### src/rtl/life_cellular_automaton_step_defines.svh
// Assertion helpers shared by the life step RTL.
`ifndef LIFE_CELLULAR_AUTOMATON_STEP_DEFINES_SVH
`define LIFE_CELLULAR_AUTOMATON_STEP_DEFINES_SVH

// Same-cycle implication, disabled during reset.
`define LCAS_ASSERT_NOW(name, clk, rst_n, ante, cons) \
    name: assert property (@(posedge clk) disable iff (!rst_n) (ante) |-> (cons)) \
        else $error("lcas: same-cycle check failed");

// Next-cycle implication, disabled during reset.
`define LCAS_ASSERT_NEXT(name, clk, rst_n, ante, cons) \
    name: assert property (@(posedge clk) disable iff (!rst_n) (ante) |=> (cons)) \
        else $error("lcas: next-cycle check failed");

`endif

### src/rtl/lcas_pkg.sv
package lcas_pkg;

    // Default grid edge length.
    localparam int GRID_DIM_DEF = 64;

    // Width of the row and column index fields.
    localparam int IDX_W = 6;

    // Action codes.
    localparam logic [1:0] ACT_WRITE   = 2'd0;
    localparam logic [1:0] ACT_READ    = 2'd1;
    localparam logic [1:0] ACT_ADVANCE = 2'd2;
    localparam logic [1:0] ACT_NONE    = 2'd3;

    // Neighborhood and B3/S23 rule constants.
    localparam int NBR_CNT = 8;
    localparam int NBR_W   = $clog2(NBR_CNT + 1);
    localparam logic [NBR_W-1:0] SURVIVE_MIN = NBR_W'(2);
    localparam logic [NBR_W-1:0] BIRTH_CNT   = NBR_W'(3);

    // Controller to datapath commands.
    typedef struct packed {
        logic capture;
        logic wr_cell;
        logic rd_cell;
        logic sweep;
        logic out_load;
    } t_dp_cmd;

    // Datapath to controller status.
    typedef struct packed {
        logic sweep_end;
        logic out_free;
    } t_dp_sts;

    function automatic logic life_next(input logic alive, input logic [NBR_W-1:0] nbr);
        logic res;
        if (alive) begin
            res = (nbr == SURVIVE_MIN) || (nbr == BIRTH_CNT);
        end else begin
            res = (nbr == BIRTH_CNT);
        end
        return res;
    endfunction

endpackage

### src/rtl/lcas_ctrl.sv
`include "life_cellular_automaton_step_defines.svh"

module lcas_ctrl (
    input  logic              i_clk,
    input  logic              i_rst_n,
    input  logic              i_valid,
    input  logic [1:0]        i_action,
    output logic              o_ready,
    output lcas_pkg::t_dp_cmd o_cmd,
    input  lcas_pkg::t_dp_sts i_sts
);
    import lcas_pkg::*;

    localparam logic [2:0] S_IDLE  = 3'd0;
    localparam logic [2:0] S_WRITE = 3'd1;
    localparam logic [2:0] S_READ  = 3'd2;
    localparam logic [2:0] S_SWEEP = 3'd3;
    localparam logic [2:0] S_FIN   = 3'd4;

    logic [2:0] r_state;
    logic [2:0] n_state;

    always_comb begin
        n_state = r_state;
        o_cmd   = '0;
        o_ready = (r_state == S_IDLE);
        unique case (r_state)
            S_IDLE: begin
                if (i_valid) begin
                    o_cmd.capture = 1'b1;
                    unique case (i_action)
                        ACT_WRITE:   n_state = S_WRITE;
                        ACT_READ:    n_state = S_READ;
                        ACT_ADVANCE: n_state = S_SWEEP;
                        default:     n_state = S_FIN;
                    endcase
                end
            end
            S_WRITE: begin
                o_cmd.wr_cell = 1'b1;
                n_state       = S_FIN;
            end
            S_READ: begin
                o_cmd.rd_cell = 1'b1;
                n_state       = S_FIN;
            end
            S_SWEEP: begin
                o_cmd.sweep = 1'b1;
                if (i_sts.sweep_end) begin
                    n_state = S_FIN;
                end
            end
            S_FIN: begin
                if (i_sts.out_free) begin
                    o_cmd.out_load = 1'b1;
                    n_state        = S_IDLE;
                end
            end
            default: n_state = S_IDLE;
        endcase
    end

    always_ff @(posedge i_clk) begin
        if (!i_rst_n) begin
            r_state <= S_IDLE;
        end else begin
            r_state <= n_state;
        end
    end

    `LCAS_ASSERT_NEXT(a_adv_enters_sweep, i_clk, i_rst_n, (r_state == S_IDLE) && i_valid && (i_action == ACT_ADVANCE), r_state == S_SWEEP)
    `LCAS_ASSERT_NEXT(a_sweep_ends, i_clk, i_rst_n, (r_state == S_SWEEP) && i_sts.sweep_end, r_state == S_FIN)
    `LCAS_ASSERT_NEXT(a_fin_to_idle, i_clk, i_rst_n, (r_state == S_FIN) && i_sts.out_free, (r_state == S_IDLE) && o_ready)

endmodule

### config.mk
export PLATFORM = sky130hd
export DESIGN_NAME = lcas_ctrl
export DESIGN_NICKNAME = d
export VERILOG_FILES = /design/src/rtl/lcas_pkg.sv /design/src/rtl/lcas_ctrl.sv
export VERILOG_INCLUDE_DIRS = /design/src /design/src/rtl
export SDC_FILE = /design/constraint.sdc
export NUM_CORES = 1
export LEC_CHECK = 0
export ABC_AREA = 1
export BUFFER_PORTS_ARGS = -buffer_cell sky130_fd_sc_hd__buf_2
export CORE_AREA = 2 2 39 41
export CTS_BUF_LIST = sky130_fd_sc_hd__clkbuf_2
export CTS_CLUSTER_SIZE = 28
export DETAILED_ROUTE_END_ITERATION = 8
export DIE_AREA = 0 0 41 43
export MAX_ROUTING_LAYER = met4
export PLACE_DENSITY_LB_ADDON = 0.08
export SLEW_MARGIN = 30
export SYNTH_ARGS = -nofsm -noshare
export SYNTH_HDL_FRONTEND = slang
export SYNTH_SLANG_ARGS = --single-unit
export TNS_END_PERCENT = 30
### constraint.sdc
create_clock -name i_clk -period 1.1 [get_ports i_clk]
set_clock_uncertainty 0.2 [all_clocks]
set_input_delay 0.055 -clock i_clk [delete_from_list [all_inputs] [get_ports i_clk]]
set_output_delay 0.055 -clock i_clk [all_outputs]
set_load 0.1 [all_outputs]
==> impl_metrics.yaml <==
timing:
  period_share: 1.23
  worst_slack_ns: -0.253
  hold_viol: 0
  setup_violations: 9
  clock.fmax_mhz: 739
  post-route-min-period_ns: 1.35
  drv_slew: 0
  slew_headroom: 0.829
  rsz0062_at_grt: "yes"
  tightest_slew_ns: 0.254
  finalSetupTns_ns: -1.76
drt:
  drt-initial-drc-count: 3
  ant_nets: 0
  drt_wl_total_um: 616
  wl_per_cell_um: 7.25
  drc: 0
  via_count: 328
  avgViaCountPerCell: 3.86
  firstDrtPassIters: 2
yosys:
  synth_fp_nets: 55
  avgSynthCellArea_sq_um: 5.95
  synth_area_leader_cell: "dfxtp_1"
  synth-seq-cells: 3
  yosys_warnings: 0
  ys_seq_area_frac: 0.224
  synth_area_leaders: "dfxtp_1 (22%), ha_1 (14%), nand2_1 (14%), nor2_1 (14%), inv_1 (13%)"
  netlist_area_sq_um: 268
  synth_top_area_frac: 0.224
  yosys.cell_types.count: 13
  syn-instance-count: 45
global_route:
  overflow: 0
  grt_pass1_wl_mm: 1.03
  antenna_found_initial: 0
  grt_max_degree: 7
  track_usage: 0.0903
  grt_pass1_vias: 281
worst_hold_path:
  hold_start: "i_sts[1]"
  min_to: "r_state[2]"
  whs_path_depth: 5
  hold_class: "input port to flip-flop"
setup_path:
  crit_slowest_cell: "dfxtp_4"
  critical_path_buf_inv_count: 1
  critPathTopFamily: "flip-flops"
  critPathMaxFanout: 4
  end_kind: "primary output"
  slowest_delay_ns: 0.36
  reg2reg_depth: 8
  r2r_end: "r_state[0]"
  timing.rr.start: "r_state[1]"
  critical_path.cell_chain: "nor4_4 > buf_12"
  reg2reg_slack_ns: -0.17
  crit_arrival_ns: 1.10
  critPathRequiredTime_ns: 0.84
  worstSetupPathType: "flip-flop to primary output"
  cp-start-kind: "flip-flop"
layout:
  syn_to_final_growth_pct: 118
  fin_nets: 80
  reg.largest.list: "r_state x3"
  largest_reg_flops: 3
  final_common_cell: "nand2_1"
  largest_register: "r_state"
  postLayoutCellArea_sq_um: 583
  mostFrequentLayoutCells: "nand2_1 (8), inv_1 (7), nor2_1 (7)"
  final_layout_size_suffix_gt1_frac: 0.580
  diodes: 0
place:
  placed_cell_area_sq_um: 514
  portBuffers: 12
  dp_hpwl_um: 507
  post-place-ws_ns: -0.129
  place.gp.congestion: 0.710
clock_network:
  cts_buffers: 3
  cts_tree: "done"
  clk_latency_ns: 0.21
  path_clk_slew_ns: 0.04
  max-clock-path-buffers: 2
  ctsRootBufferMaster: "clkbuf_2"
  htreeDepth: 1
  cts_sinks: 3
status:
  status: "complete, but fails checks"
  violations: "setup timing"
die:
  pin_count: 13
  design.die.area_sq_um: 1760
  core_sq_um: 1380
  die_height_um: 43
  initial_core_util: 0.193
  fp.dieW_um: 41
  std_cell_rows: 14
flow_run:
  cap_violations: 0
[cell type report]
cell class | instances | area [sq um]
Tap cell | 16 | 20.0
Clock buffer | 4 | 20.0
Sequential cell | 3 | 68.8
Fill cell | 155 | 801
Multi-Input combinational cell | 32 | 218
Timing Repair Buffer | 20 | 216
Inverter | 10 | 40.0
[synthesized netlist by cell type, drive strengths merged]
cell,instances
nor2,12
nor4,1
ha,3
nand2,12
o21ai,1
dfxtp,3
inv,10
nand3,2
nand4,1
[worst max-delay path by stage]
stage,slack (ns),start,to,cells after the start
floorplan,-0.60,r_state[0],o_cmd[0],1
global placement,-0.14,r_state[0],r_state[1],7
detailed placement,-0.13,r_state[0],r_state[0],7
CTS,-0.26,r_state[0],o_cmd[3],4
global route,-0.30,r_state[0],o_cmd[0],2
finish,-0.25,r_state[0],o_cmd[0],2
[per-layer routing]
| metal | routed length [um] | vias to the layer above | track usage |
|---|---|---|---|
| li1 | - | 184 | - |
| met1 | 271 | 132 | 0.105 |
| met2 | 280 | 10 | 0.125 |
| met3 | 43 | 2 | 0.0157 |
| met4 | 21 | 0 | 0.0800 |
| met5 | 0 | - | - |
[stage by stage]
stage               hold WS [ns]  std cells   util
floorplan                -0.0311         45      -
global placement          0.0976         78  0.372
detailed placement        0.0936         78  0.372
CTS                     -0.00501         85  0.415
global route              0.0230         85  0.421
finish                   0.00466         85  0.421
[logic make-up after synthesis]
family	Yosys count	synth area share
AO/OA/AOI/OAI	1	0.0187
adder cells (fa/ha/maj)	3	0.140
buffers and inverters	10	0.140
flip-flops	3	0.224
AND/OR/NAND/NOR	28	0.477
[timing repair]
item	in CTS	in global routing
setup buffers	2	0
setup endpoints to repair	9	9
pin swaps	2	1
resized for setup	5	3
hold endpoints to repair	3	0
hold buffers	1	0
[worst reg2reg max path, cell delays in order (launching register included)]
cell,delay [ns]
dfxtp_4,0.36
nor2_4,0.13
buf_4,0.13
nand3_2,0.08
nand2_1,0.09
inv_2,0.04
nand2_2,0.05
nor2_1,0.04
nor2_1,0.08
Power is not shown: default switching activity piles up to over one toggle a cycle in this logic, so the estimate is an artifact.
